[src/rtl/c8x_pkg.sv]
// Shared types and constants for the CHIP-8 instruction execute block.
package c8x_pkg;

   // Call stack geometry
   localparam int STACK_DEPTH = 16;
   localparam int SP_W        = (STACK_DEPTH > 1) ? $clog2(STACK_DEPTH) : 1;

   // Program counter reset value (0x200, start of program space)
   localparam logic [11:0] RESET_PC = 12'h200;

   // Index of the flag register VF
   localparam logic [3:0] VF_IDX = 4'hF;

   // Return-from-subroutine word
   localparam logic [15:0] INSTR_RET = 16'h00EE;

   // Top opcode nibble
   typedef enum logic [3:0] {
      OP_SYS    = 4'h0,
      OP_JP     = 4'h1,
      OP_CALL   = 4'h2,
      OP_SE_K   = 4'h3,
      OP_SNE_K  = 4'h4,
      OP_SE_V   = 4'h5,
      OP_LD_K   = 4'h6,
      OP_ADD_K  = 4'h7,
      OP_ALU    = 4'h8,
      OP_SNE_V  = 4'h9,
      OP_LD_I   = 4'hA,
      OP_JP_V0  = 4'hB,
      OP_RND    = 4'hC,
      OP_DRW    = 4'hD,
      OP_SKP    = 4'hE,
      OP_MISC   = 4'hF
   } op_type;

   // 8xyN subcodes
   typedef enum logic [3:0] {
      ALU_LD   = 4'h0,
      ALU_OR   = 4'h1,
      ALU_AND  = 4'h2,
      ALU_XOR  = 4'h3,
      ALU_ADD  = 4'h4,
      ALU_SUB  = 4'h5,
      ALU_SHR  = 4'h6,
      ALU_SUBN = 4'h7,
      ALU_SHL  = 4'hE
   } alu_type;

   // FxKK low-byte codes
   localparam logic [7:0] FX_GET_DT = 8'h07;
   localparam logic [7:0] FX_SET_DT = 8'h15;
   localparam logic [7:0] FX_SET_ST = 8'h18;
   localparam logic [7:0] FX_ADD_I  = 8'h1E;

   // V register write request: Vx write plus optional VF flag update
   typedef struct packed {
      logic       wr_en;
      logic [3:0] wr_reg;
      logic [7:0] wr_value;
      logic       flag_en;
      logic       flag;
   } vwrite_type;

   // Everything one instruction decides
   typedef struct packed {
      logic [11:0] next_pc;
      logic [15:0] index_value;
      vwrite_type  vw;
      logic [7:0]  delay_value;
      logic [7:0]  sound_value;
      logic        push;
      logic        pop;
      logic        unsupported;
   } exec_type;

endpackage

[src/rtl/c8x_regfile.sv]
// V register file: 16 x 8 memory with registered reads, bypass, valid bits, VF and V0 copies.
module c8x_regfile (
   input  logic               clock,
   input  logic               reset,
   input  c8x_pkg::vwrite_type vw,
   input  logic [3:0]         ra_x,
   input  logic [3:0]         ra_y,
   output logic [7:0]         vx,
   output logic [7:0]         vy,
   output logic [7:0]         v0
);

   logic [7:0]  mem [16];
   logic [15:0] vld_ff, vld_in;
   logic [7:0]  vf_ff, vf_in;
   logic [7:0]  v0_ff, v0_in;
   logic        mem_we;
   logic [7:0]  mem_x_ff, mem_y_ff;
   logic        use_mem_x_ff, use_mem_x_in;
   logic        use_mem_y_ff, use_mem_y_in;
   logic [7:0]  byp_x_ff, byp_x_in;
   logic [7:0]  byp_y_ff, byp_y_in;
   logic        hit_x, hit_y;

   // VF lives outside the memory so a flag op can write Vx and VF together
   assign mem_we = vw.wr_en && (vw.wr_reg != c8x_pkg::VF_IDX);

   always_comb begin
      if (vw.wr_en && (vw.wr_reg == c8x_pkg::VF_IDX)) begin
         vf_in = vw.wr_value;
      end else if (vw.flag_en) begin
         vf_in = {7'b0, vw.flag};
      end else begin
         vf_in = vf_ff;
      end
   end

   assign vld_in = vld_ff | (mem_we ? (16'b1 << vw.wr_reg) : 16'b0);
   assign v0_in  = (mem_we && (vw.wr_reg == 4'h0)) ? vw.wr_value : v0_ff;

   // Read-side bypass for a write in the same cycle
   assign hit_x = mem_we && (vw.wr_reg == ra_x);
   assign hit_y = mem_we && (vw.wr_reg == ra_y);

   assign use_mem_x_in = (ra_x != c8x_pkg::VF_IDX) && !hit_x && vld_ff[ra_x];
   assign use_mem_y_in = (ra_y != c8x_pkg::VF_IDX) && !hit_y && vld_ff[ra_y];
   assign byp_x_in = (ra_x == c8x_pkg::VF_IDX) ? vf_in : (hit_x ? vw.wr_value : 8'h00);
   assign byp_y_in = (ra_y == c8x_pkg::VF_IDX) ? vf_in : (hit_y ? vw.wr_value : 8'h00);

   // Memory array
   always_ff @(posedge clock) begin
      if (mem_we) begin
         mem[vw.wr_reg] <= vw.wr_value;
      end
      mem_x_ff <= mem[ra_x];
      mem_y_ff <= mem[ra_y];
   end

   // Control and flag state
   always_ff @(posedge clock) begin
      if (reset) begin
         vld_ff       <= '0;
         vf_ff        <= '0;
         v0_ff        <= '0;
         use_mem_x_ff <= 1'b0;
         use_mem_y_ff <= 1'b0;
      end else begin
         vld_ff       <= vld_in;
         vf_ff        <= vf_in;
         v0_ff        <= v0_in;
         use_mem_x_ff <= use_mem_x_in;
         use_mem_y_ff <= use_mem_y_in;
      end
   end

   always_ff @(posedge clock) begin
      byp_x_ff <= byp_x_in;
      byp_y_ff <= byp_y_in;
   end

   assign vx = use_mem_x_ff ? mem_x_ff : byp_x_ff;
   assign vy = use_mem_y_ff ? mem_y_ff : byp_y_ff;
   assign v0 = v0_ff;

endmodule

[src/rtl/c8x_stack.sv]
// Call stack: memory of return addresses with a wrapping stack pointer and registered top read.
module c8x_stack (
   input  logic        clock,
   input  logic        reset,
   input  logic        push,
   input  logic        pop,
   input  logic [11:0] push_pc,
   output logic [11:0] top_pc
);

   logic [11:0]              mem [c8x_pkg::STACK_DEPTH];
   logic [c8x_pkg::SP_W-1:0] sp_ff, sp_in, sp_inc, sp_dec;
   logic [11:0]              rd_ff;
   logic                     hit_ff;
   logic [11:0]              byp_ff;

   // Pointer wraps modulo the stack depth
   assign sp_inc = (sp_ff == c8x_pkg::SP_W'(c8x_pkg::STACK_DEPTH - 1)) ?
                   '0 : sp_ff + c8x_pkg::SP_W'(1);
   assign sp_dec = (sp_ff == '0) ?
                   c8x_pkg::SP_W'(c8x_pkg::STACK_DEPTH - 1) : sp_ff - c8x_pkg::SP_W'(1);

   always_comb begin
      if (reset) begin
         sp_in = '0;
      end else if (push) begin
         sp_in = sp_inc;
      end else if (pop) begin
         sp_in = sp_dec;
      end else begin
         sp_in = sp_ff;
      end
   end

   always_ff @(posedge clock) begin
      if (reset) begin
         sp_ff <= '0;
      end else begin
         sp_ff <= sp_in;
      end
   end

   // Memory: push writes the new top, read tracks the next top every cycle
   always_ff @(posedge clock) begin
      if (push) begin
         mem[sp_inc] <= push_pc;
      end
      rd_ff  <= mem[sp_in];
      hit_ff <= push;
      byp_ff <= push_pc;
   end

   assign top_pc = hit_ff ? byp_ff : rd_ff;

endmodule

[src/rtl/c8x_exec.sv]
// Instruction decode and execute: next PC, I, timers, V write and stack action for one word.
module c8x_exec (
   input  logic [15:0]        instruction,
   input  logic [7:0]         random_byte,
   input  logic [7:0]         vx,
   input  logic [7:0]         vy,
   input  logic [7:0]         v0,
   input  logic [11:0]        pc,
   input  logic [15:0]        index_reg,
   input  logic [7:0]         delay_timer,
   input  logic [7:0]         sound_timer,
   input  logic [11:0]        stack_top,
   output c8x_pkg::exec_type  ex
);

   logic [3:0]  x;
   logic [3:0]  n;
   logic [7:0]  kk;
   logic [11:0] nnn;
   logic [11:0] pc_plus2;
   logic [11:0] pc_plus4;
   logic [8:0]  sum9;
   logic [7:0]  alu_res;
   logic        alu_flag_en;
   logic        alu_flag;
   logic        alu_bad;

   assign x        = instruction[11:8];
   assign n        = instruction[3:0];
   assign kk       = instruction[7:0];
   assign nnn      = instruction[11:0];
   assign pc_plus2 = pc + 12'd2;
   assign pc_plus4 = pc + 12'd4;
   assign sum9     = {1'b0, vx} + {1'b0, vy};

   // 8xyN arithmetic and logic
   always_comb begin
      alu_res     = 8'h00;
      alu_flag_en = 1'b0;
      alu_flag    = 1'b0;
      alu_bad     = 1'b0;
      case (c8x_pkg::alu_type'(n))
         c8x_pkg::ALU_LD:  alu_res = vy;
         c8x_pkg::ALU_OR:  alu_res = vx | vy;
         c8x_pkg::ALU_AND: alu_res = vx & vy;
         c8x_pkg::ALU_XOR: alu_res = vx ^ vy;
         c8x_pkg::ALU_ADD: begin
            alu_res     = sum9[7:0];
            alu_flag_en = 1'b1;
            alu_flag    = sum9[8];
         end
         c8x_pkg::ALU_SUB: begin
            alu_res     = vx - vy;
            alu_flag_en = 1'b1;
            alu_flag    = (vx >= vy);
         end
         c8x_pkg::ALU_SHR: begin
            alu_res     = {1'b0, vx[7:1]};
            alu_flag_en = 1'b1;
            alu_flag    = vx[0];
         end
         c8x_pkg::ALU_SUBN: begin
            alu_res     = vy - vx;
            alu_flag_en = 1'b1;
            alu_flag    = (vy >= vx);
         end
         c8x_pkg::ALU_SHL: begin
            alu_res     = {vx[6:0], 1'b0};
            alu_flag_en = 1'b1;
            alu_flag    = vx[7];
         end
         default: alu_bad = 1'b1;
      endcase
   end

   // Main decode
   always_comb begin
      ex             = '0;
      ex.next_pc     = pc_plus2;
      ex.index_value = index_reg;
      ex.delay_value = delay_timer;
      ex.sound_value = sound_timer;
      case (c8x_pkg::op_type'(instruction[15:12]))
         c8x_pkg::OP_SYS: begin
            if (instruction == c8x_pkg::INSTR_RET) begin
               ex.next_pc = stack_top;
               ex.pop     = 1'b1;
            end else begin
               ex.unsupported = 1'b1;
            end
         end
         c8x_pkg::OP_JP: ex.next_pc = nnn;
         c8x_pkg::OP_CALL: begin
            ex.push    = 1'b1;
            ex.next_pc = nnn;
         end
         c8x_pkg::OP_SE_K: begin
            if (vx == kk) ex.next_pc = pc_plus4;
         end
         c8x_pkg::OP_SNE_K: begin
            if (vx != kk) ex.next_pc = pc_plus4;
         end
         c8x_pkg::OP_SE_V: begin
            if (n != 4'h0) begin
               ex.unsupported = 1'b1;
            end else if (vx == vy) begin
               ex.next_pc = pc_plus4;
            end
         end
         c8x_pkg::OP_LD_K: begin
            ex.vw.wr_en    = 1'b1;
            ex.vw.wr_reg   = x;
            ex.vw.wr_value = kk;
         end
         c8x_pkg::OP_ADD_K: begin
            ex.vw.wr_en    = 1'b1;
            ex.vw.wr_reg   = x;
            ex.vw.wr_value = vx + kk;
         end
         c8x_pkg::OP_ALU: begin
            if (alu_bad) begin
               ex.unsupported = 1'b1;
            end else begin
               ex.vw.wr_en   = 1'b1;
               ex.vw.wr_reg  = x;
               ex.vw.flag_en = alu_flag_en;
               ex.vw.flag    = alu_flag;
               // With x = F the flag lands last and is what VF keeps
               ex.vw.wr_value = (alu_flag_en && (x == c8x_pkg::VF_IDX)) ?
                                {7'b0, alu_flag} : alu_res;
            end
         end
         c8x_pkg::OP_SNE_V: begin
            if (n != 4'h0) begin
               ex.unsupported = 1'b1;
            end else if (vx != vy) begin
               ex.next_pc = pc_plus4;
            end
         end
         c8x_pkg::OP_LD_I:  ex.index_value = {4'h0, nnn};
         c8x_pkg::OP_JP_V0: ex.next_pc = nnn + {4'h0, v0};
         c8x_pkg::OP_RND: begin
            ex.vw.wr_en    = 1'b1;
            ex.vw.wr_reg   = x;
            ex.vw.wr_value = random_byte & kk;
         end
         c8x_pkg::OP_MISC: begin
            case (kk)
               c8x_pkg::FX_GET_DT: begin
                  ex.vw.wr_en    = 1'b1;
                  ex.vw.wr_reg   = x;
                  ex.vw.wr_value = delay_timer;
               end
               c8x_pkg::FX_SET_DT: ex.delay_value = vx;
               c8x_pkg::FX_SET_ST: ex.sound_value = vx;
               c8x_pkg::FX_ADD_I:  ex.index_value = index_reg + {8'h00, vx};
               default:            ex.unsupported = 1'b1;
            endcase
         end
         default: ex.unsupported = 1'b1;
      endcase
   end

endmodule

[src/rtl/chip8_instruction_execute_top.sv]
// CHIP-8 instruction execute unit: input register, execute stage, result register.
//
// Usage:
//   req channel carries one item per instruction: the 16-bit instruction word and
//   a random byte used by Cxkk. rsp channel returns one item per instruction with
//   the PC, I and timers after execution, the V register write and an
//   unsupported-opcode flag. csr channel writes the start address register; it is
//   always ready and should be written only while the block is idle.
// Timing:
//   An accepted item is executed as it moves from the input register into the
//   result register. One item per cycle is sustained while rsp_tready is high;
//   the limit is the single execute stage, where architectural state is read
//   and updated in the same cycle so back-to-back dependent items need no stall.
// Reset:
//   Synchronous, active high. Clears V registers, I, timers and stack pointer,
//   loads PC with 0x200 and empties both pipeline registers. Call stack entries
//   hold no value until a call writes them.
// Back-pressure:
//   With rsp_tready low the result register holds and one more item can wait in
//   the input register; req_tready drops only when both are full.
module chip8_instruction_execute_top (
   input  logic        clock,
   input  logic        reset,
   // Instruction items
   input  logic        req_tvalid,
   output logic        req_tready,
   input  logic [23:0] req_tdata,   // [15:0] instruction, [23:16] random_byte
   // Result items
   output logic        rsp_tvalid,
   input  logic        rsp_tready,
   output logic [55:0] rsp_tdata,   // [11:0] next_pc, [27:12] index_value,
                                    // [31:28] write_reg, [39:32] write_value,
                                    // [47:40] delay_value, [55:48] sound_value
   output logic [1:0]  rsp_tuser,   // [0] write_valid, [1] unsupported
   // Start address register
   input  logic        csr_valid,
   output logic        csr_ready,
   input  logic [11:0] csr_data
);

   // Input register
   logic        in_valid_ff, in_valid_in;
   logic [15:0] inst_ff, inst_in;
   logic [7:0]  rnd_ff, rnd_in;

   // Result register
   logic        out_valid_ff, out_valid_in;
   logic [55:0] out_data_ff, out_data_in;
   logic [1:0]  out_user_ff, out_user_in;

   // Architectural state
   logic [11:0] pc_ff, pc_in;
   logic [15:0] index_ff, index_in;
   logic [7:0]  delay_ff, delay_in;
   logic [7:0]  sound_ff, sound_in;
   logic [11:0] start_addr_ff, start_addr_in;

   logic                advance;
   logic                accept;
   logic                fire;
   logic [7:0]          vx, vy, v0;
   logic [11:0]         stack_top;
   c8x_pkg::exec_type   ex;
   c8x_pkg::vwrite_type vw_gated;
   logic                wr_valid;
   logic [3:0]          wr_reg_out;
   logic [7:0]          wr_value_out;

   // Handshake
   assign advance    = !out_valid_ff || rsp_tready;
   assign req_tready = !in_valid_ff || advance;
   assign accept     = req_tvalid && req_tready;
   assign fire       = in_valid_ff && advance && !reset;
   assign csr_ready  = 1'b1;

   assign in_valid_in = accept || (in_valid_ff && !fire);
   assign inst_in     = accept ? req_tdata[15:0]  : inst_ff;
   assign rnd_in      = accept ? req_tdata[23:16] : rnd_ff;

   always_ff @(posedge clock) begin
      if (reset) begin
         in_valid_ff <= 1'b0;
      end else begin
         in_valid_ff <= in_valid_in;
      end
   end

   always_ff @(posedge clock) begin
      inst_ff <= inst_in;
      rnd_ff  <= rnd_in;
   end

   // Register file, read ahead with the next instruction's fields
   assign vw_gated = fire ? ex.vw : '0;

   c8x_regfile u_regfile (
      .clock (clock),
      .reset (reset),
      .vw    (vw_gated),
      .ra_x  (inst_in[11:8]),
      .ra_y  (inst_in[7:4]),
      .vx    (vx),
      .vy    (vy),
      .v0    (v0)
   );

   c8x_stack u_stack (
      .clock   (clock),
      .reset   (reset),
      .push    (fire && ex.push),
      .pop     (fire && ex.pop),
      .push_pc (pc_ff + 12'd2),
      .top_pc  (stack_top)
   );

   c8x_exec u_exec (
      .instruction (inst_ff),
      .random_byte (rnd_ff),
      .vx          (vx),
      .vy          (vy),
      .v0          (v0),
      .pc          (pc_ff),
      .index_reg   (index_ff),
      .delay_timer (delay_ff),
      .sound_timer (sound_ff),
      .stack_top   (stack_top),
      .ex          (ex)
   );

   // State update on execute
   assign pc_in         = fire ? ex.next_pc     : pc_ff;
   assign index_in      = fire ? ex.index_value : index_ff;
   assign delay_in      = fire ? ex.delay_value : delay_ff;
   assign sound_in      = fire ? ex.sound_value : sound_ff;
   assign start_addr_in = (csr_valid && csr_ready) ? csr_data : start_addr_ff;

   always_ff @(posedge clock) begin
      if (reset) begin
         pc_ff         <= c8x_pkg::RESET_PC;
         index_ff      <= '0;
         delay_ff      <= '0;
         sound_ff      <= '0;
         start_addr_ff <= c8x_pkg::RESET_PC;
      end else begin
         pc_ff         <= pc_in;
         index_ff      <= index_in;
         delay_ff      <= delay_in;
         sound_ff      <= sound_in;
         start_addr_ff <= start_addr_in;
      end
   end

   // Result item packing
   assign wr_valid     = ex.vw.wr_en;
   assign wr_reg_out   = wr_valid ? ex.vw.wr_reg   : 4'h0;
   assign wr_value_out = wr_valid ? ex.vw.wr_value : 8'h00;

   assign out_valid_in = fire || (out_valid_ff && !rsp_tready);
   assign out_data_in  = fire ? {ex.sound_value, ex.delay_value, wr_value_out, wr_reg_out,
                                 ex.index_value, ex.next_pc} : out_data_ff;
   assign out_user_in  = fire ? {ex.unsupported, wr_valid} : out_user_ff;

   always_ff @(posedge clock) begin
      if (reset) begin
         out_valid_ff <= 1'b0;
      end else begin
         out_valid_ff <= out_valid_in;
      end
   end

   always_ff @(posedge clock) begin
      out_data_ff <= out_data_in;
      out_user_ff <= out_user_in;
   end

   assign rsp_tvalid = out_valid_ff;
   assign rsp_tdata  = out_data_ff;
   assign rsp_tuser  = out_user_ff;

`ifndef NO_ASSERTIONS
   // An executed item always shows up in the result register
   a_fire_result: assert property (@(posedge clock) disable iff (reset)
      fire |=> rsp_tvalid)
      else $error("executed item did not reach the result register");

   // An unsupported opcode never writes a V register
   a_unsup_nowrite: assert property (@(posedge clock) disable iff (reset)
      rsp_tvalid && rsp_tuser[1] |-> !rsp_tuser[0])
      else $error("unsupported opcode reported a register write");

   // Write index and value read zero when no write happened
   a_nowrite_zero: assert property (@(posedge clock) disable iff (reset)
      rsp_tvalid && !rsp_tuser[0] |-> (rsp_tdata[39:28] == 12'h000))
      else $error("write fields nonzero without a write");

   // Reset empties the pipeline
   a_reset_empty: assert property (@(posedge clock)
      reset |=> !rsp_tvalid && req_tready)
      else $error("pipeline not empty after reset");
`endif

endmodule
[config.mk]
export PLATFORM = sky130hd
export DESIGN_NAME = chip8_instruction_execute_top
export DESIGN_NICKNAME = d
export VERILOG_FILES = /design/src/rtl/c8x_pkg.sv /design/src/rtl/c8x_regfile.sv /design/src/rtl/c8x_stack.sv /design/src/rtl/c8x_exec.sv /design/src/rtl/chip8_instruction_execute_top.sv
export SDC_FILE = /design/constraint.sdc
export NUM_CORES = 1
export LEC_CHECK = 0
export BUFFER_PORTS_ARGS = -buffer_cell sky130_fd_sc_hd__buf_4
export CORE_UTILIZATION = 59
export DETAILED_ROUTE_END_ITERATION = 8
export HOLD_SLACK_MARGIN = 0.02
export MAX_ROUTING_LAYER = met4
export PLACE_DENSITY = 0.77
export SYNTH_ARGS = -nofsm -noshare
export SYNTH_HDL_FRONTEND = slang
export SYNTH_SLANG_ARGS = --single-unit
[constraint.sdc]
create_clock -name clock -period 5 [get_ports clock]
set_input_delay 1 -clock clock [delete_from_list [all_inputs] [get_ports clock]]
set_output_delay 1 -clock clock [all_outputs]
set_load 0.01 [all_outputs]
==> reports/metrics.cfg <==
[clock_tree]
clockBufferDepth=3
post-cts-setup-buffer-count=0
insertion_delay_ns=0.62
clk_pin_slew_ns=0.06
ctsResizeCount=0
cts_buffers=53
htree_levels=2
hold_buffers=0
cts.sinks=542
cts_tree=done
root_buffer=clkbuf_16

[logic_synthesis]
synth_most_common_cell=nand2_1
yosysSeqAreaShare_pct=55.0
synth-edff-count=394
synthAdderAreaFrac_pct=3.47
synth_area_leaders=edfxtp_1 (44%), dfxtp_1 (11%), mux2i_1 (8.0%), nand2_1 (6.4%), ha_1 (3.0%)
netlist_area_sq_mm=0.0269
syn_avg_cell_area_sq_um=10.7
synth_seq_cells=542
synthSimpleGateAreaFrac_pct=15.5
netlist.area_leader.share_pct=44.0
synth_top_family_by_area=simple AND/OR/NAND/NOR gates
synthFlopType=edfxtp_1
synth_common_cells=nand2_1 (455), edfxtp_1 (394), mux2i_1 (215)
synth-xor-area-share_pct=1.50
synthMuxAreaShare_pct=8.59
synth_compound_area_share_pct=12.0
async_flop_share_pct=0
synth_cell_types=95
yosys_warnings=0
synth_area_leader_cell=edfxtp_1
postSynthCellCount=2500

[routing]
drc_errors=0
routedWlPerCell_um=23.7
wl_met3_mm=6.86
drt-pass1-iter-count=7
drt-total-wl_mm=76.6
top_layer_used=met4
via_per_inst=6.45
met1_length_mm=31.9
drt_iter0_markers=2749
wl_met2_mm=34.6
ant_nets=0
via_count=20800

[place]
io_buffer_count=87
gp_congestion=1.03
place_hpwl_mm=51.0

[grt]
overflow=0
grt_pass1_wl_mm=117
grt_max_degree=84
antenna_found_initial=0
grt_use_total_pct=33.9
first_global_vias=19800

[setup_path]
worst-path-stages=13
timing.rr.end=u_regfile.mem[3][0]
cp_num_buf_inv=4
setup.worst_path.start=u_regfile.use_mem_x_ff
cp_top_family=compound AO/OA/AOI/OAI gates
cpMaxStageDelayCell=fa_1
crit_chain=buf_4 > mux2i_1 > buf_4 > ha_1 > inv_1 > fa_1 > nor2b_1 > o21bai_1 > a31oi_1 > o31a_1 > nor3_1 > o31a_1 > inv_1
cp.arrival_ns=4.40
required_ns=5.27
ff2ff_path_depth=13
reg2reg_setup_slack_ns=0.87
crit_type=register to register
end_kind=register
r2r-start=u_regfile.use_mem_x_ff
cp-start-kind=register
critPathCapture=u_regfile.mem[3][0]
critPathMaxFanout=16
max_stage_delay_ns=0.46

[power]
netSwitchingPower_w=0.00269
swShare_pct=25.4
p_seq_share_pct=47.1
pwr-share-clk_pct=40.8
combPwrFrac_pct=12.1
ir_drop_mv=0.292
power.internal_w=0.00788
power.leakage_nw=11.3
power_density_mw_per_mm2=348

[floorplanning]
dieArea_sq_mm=0.0464
fp.dieW_um=215
die_h_um=215
start_util_pct=60.2
io_pins=102
coreArea_sq_mm=0.0446
fp-row-count=77

[layout]
nFillCells=3208
seqCellArea_sq_mm=0.0148
n_antenna_cell=0
num-nets-final=2705
multiInputGateArea_sq_mm=0.0112
finish.utilization_pct=68.1
layout-drive-gt1-share_pct=12.4
area_growth_syn_to_layout_pct=13.0

[sta]
setup_viol=0
fin_tns_setup_ns=0
slew_viol_final=0
grt_setup_unrepaired=no
fin_crit_ns=4.13
worstMarginPinSlew_ns=1.16
hold_violations=0
relSlewSlack_pct=22.5
fin_skew_ns=0.0273
finalCritPeriodShare_pct=82.7
max_freq_mhz=242

[hold_path]
hold_start=u_regfile.v0[3]
hp-class=register to register

[status]
status=finished clean

[job]
drv_cap=0

[cells in the final DEF, fill, tap and decap left out, types with 29 or more instances in the layout]
cell type and instances:
clkbuf_16 54, nor2_1 133, mux2i_1 208, inv_1 72
nand2_1 455, nor3_1 36, a311oi_1 61, a21oi_1 107
o21ai_0 75, dfxtp_1 148, edfxtp_1 394, xnor2_1 29
ha_1 65, and3_1 42, buf_4 182, nand3_1 92
[worst min path at each step]
stage                           end  slack (ns)  depth (start not counted)
global route            sound_ff[3]        0.49                          2
floorplan           u_regfile.v0[3]        0.44                          2
finish              u_regfile.v0[3]        0.46                          2
CTS                 u_regfile.v0[3]        0.46                          2
detailed placement      sound_ff[0]        0.45                          2
global placement        sound_ff[1]        0.44                          2
[area by class of cell]
cell class              instances  area share, %
well taps                     592           2.44
inverters                      77          0.951
repair buffers                187           4.83
clock inverters                35           1.54
flip-flops and latches        542           48.7
multi-input cells            1732           36.9
clock buffers                  65           4.68
[kinds of logic after synthesis]
group | Yosys count
compound gates | 468
mux | 228
flops | 542
other cells | 2
buf+inv | 233
simple gates | 910
fa+ha+maj | 71
xor+xnor | 46
[per-stage QoR]
stage,power (W),hold slack (ns),worst slack (ns),area (sq um),std cells
2_1_floorplan,0.00585,0.436,1.28,26900,2507
3_3_place_gp,0.00628,0.442,0.896,28500,3130
3_5_place_dp,0.00631,0.449,0.945,28500,3130
4_1_cts,0.0106,0.464,0.919,30400,3230
5_1_grt,0.0109,0.486,0.659,30400,3230
6_report,0.0106,0.458,0.866,30400,3230
[sequential cells by signal (all words and copies together), names as in the netlist, 12 cells and up]
| name | cells |
|---|---|
| u_stack.mem | 192 |
| u_stack.rd_ff | 12 |
| rsp_tdata | 56 |
| index_ff | 16 |
| u_regfile.vld_ff | 15 |
| pc_ff | 12 |
| inst_ff | 16 |
| u_stack.byp_ff | 12 |
| u_regfile.mem | 128 |
[tightest hold or removal path: cells and delay by family (launching register included)]
family | cells | cell delay (ns)
DFF | 1 | 0.31
AOI/OAI and AO/OA | 1 | 0.05
and+or+nand+nor | 1 | 0.05
[layer usage]
layer | vias to the layer above | track usage, %
li1 | 9374 | -
met1 | 10100 | 47.0
met2 | 1119 | 50.5
met3 | 188 | 4.17
met4 | 0 | 14.3
met5 | - | -
[power by group through the flow]
stage	sequential, W	combinational (W)	clock, W
after floorplan	0.00503	0.000820	0
after global placement	0.00507	0.00121	0
after detailed placement	0.00507	0.00123	0
after CTS	0.00498	0.00124	0.00433
after global routing	0.00498	0.00136	0.00452
final	0.00498	0.00128	0.00431
Note: power is estimated with default switching activity, not from simulation.
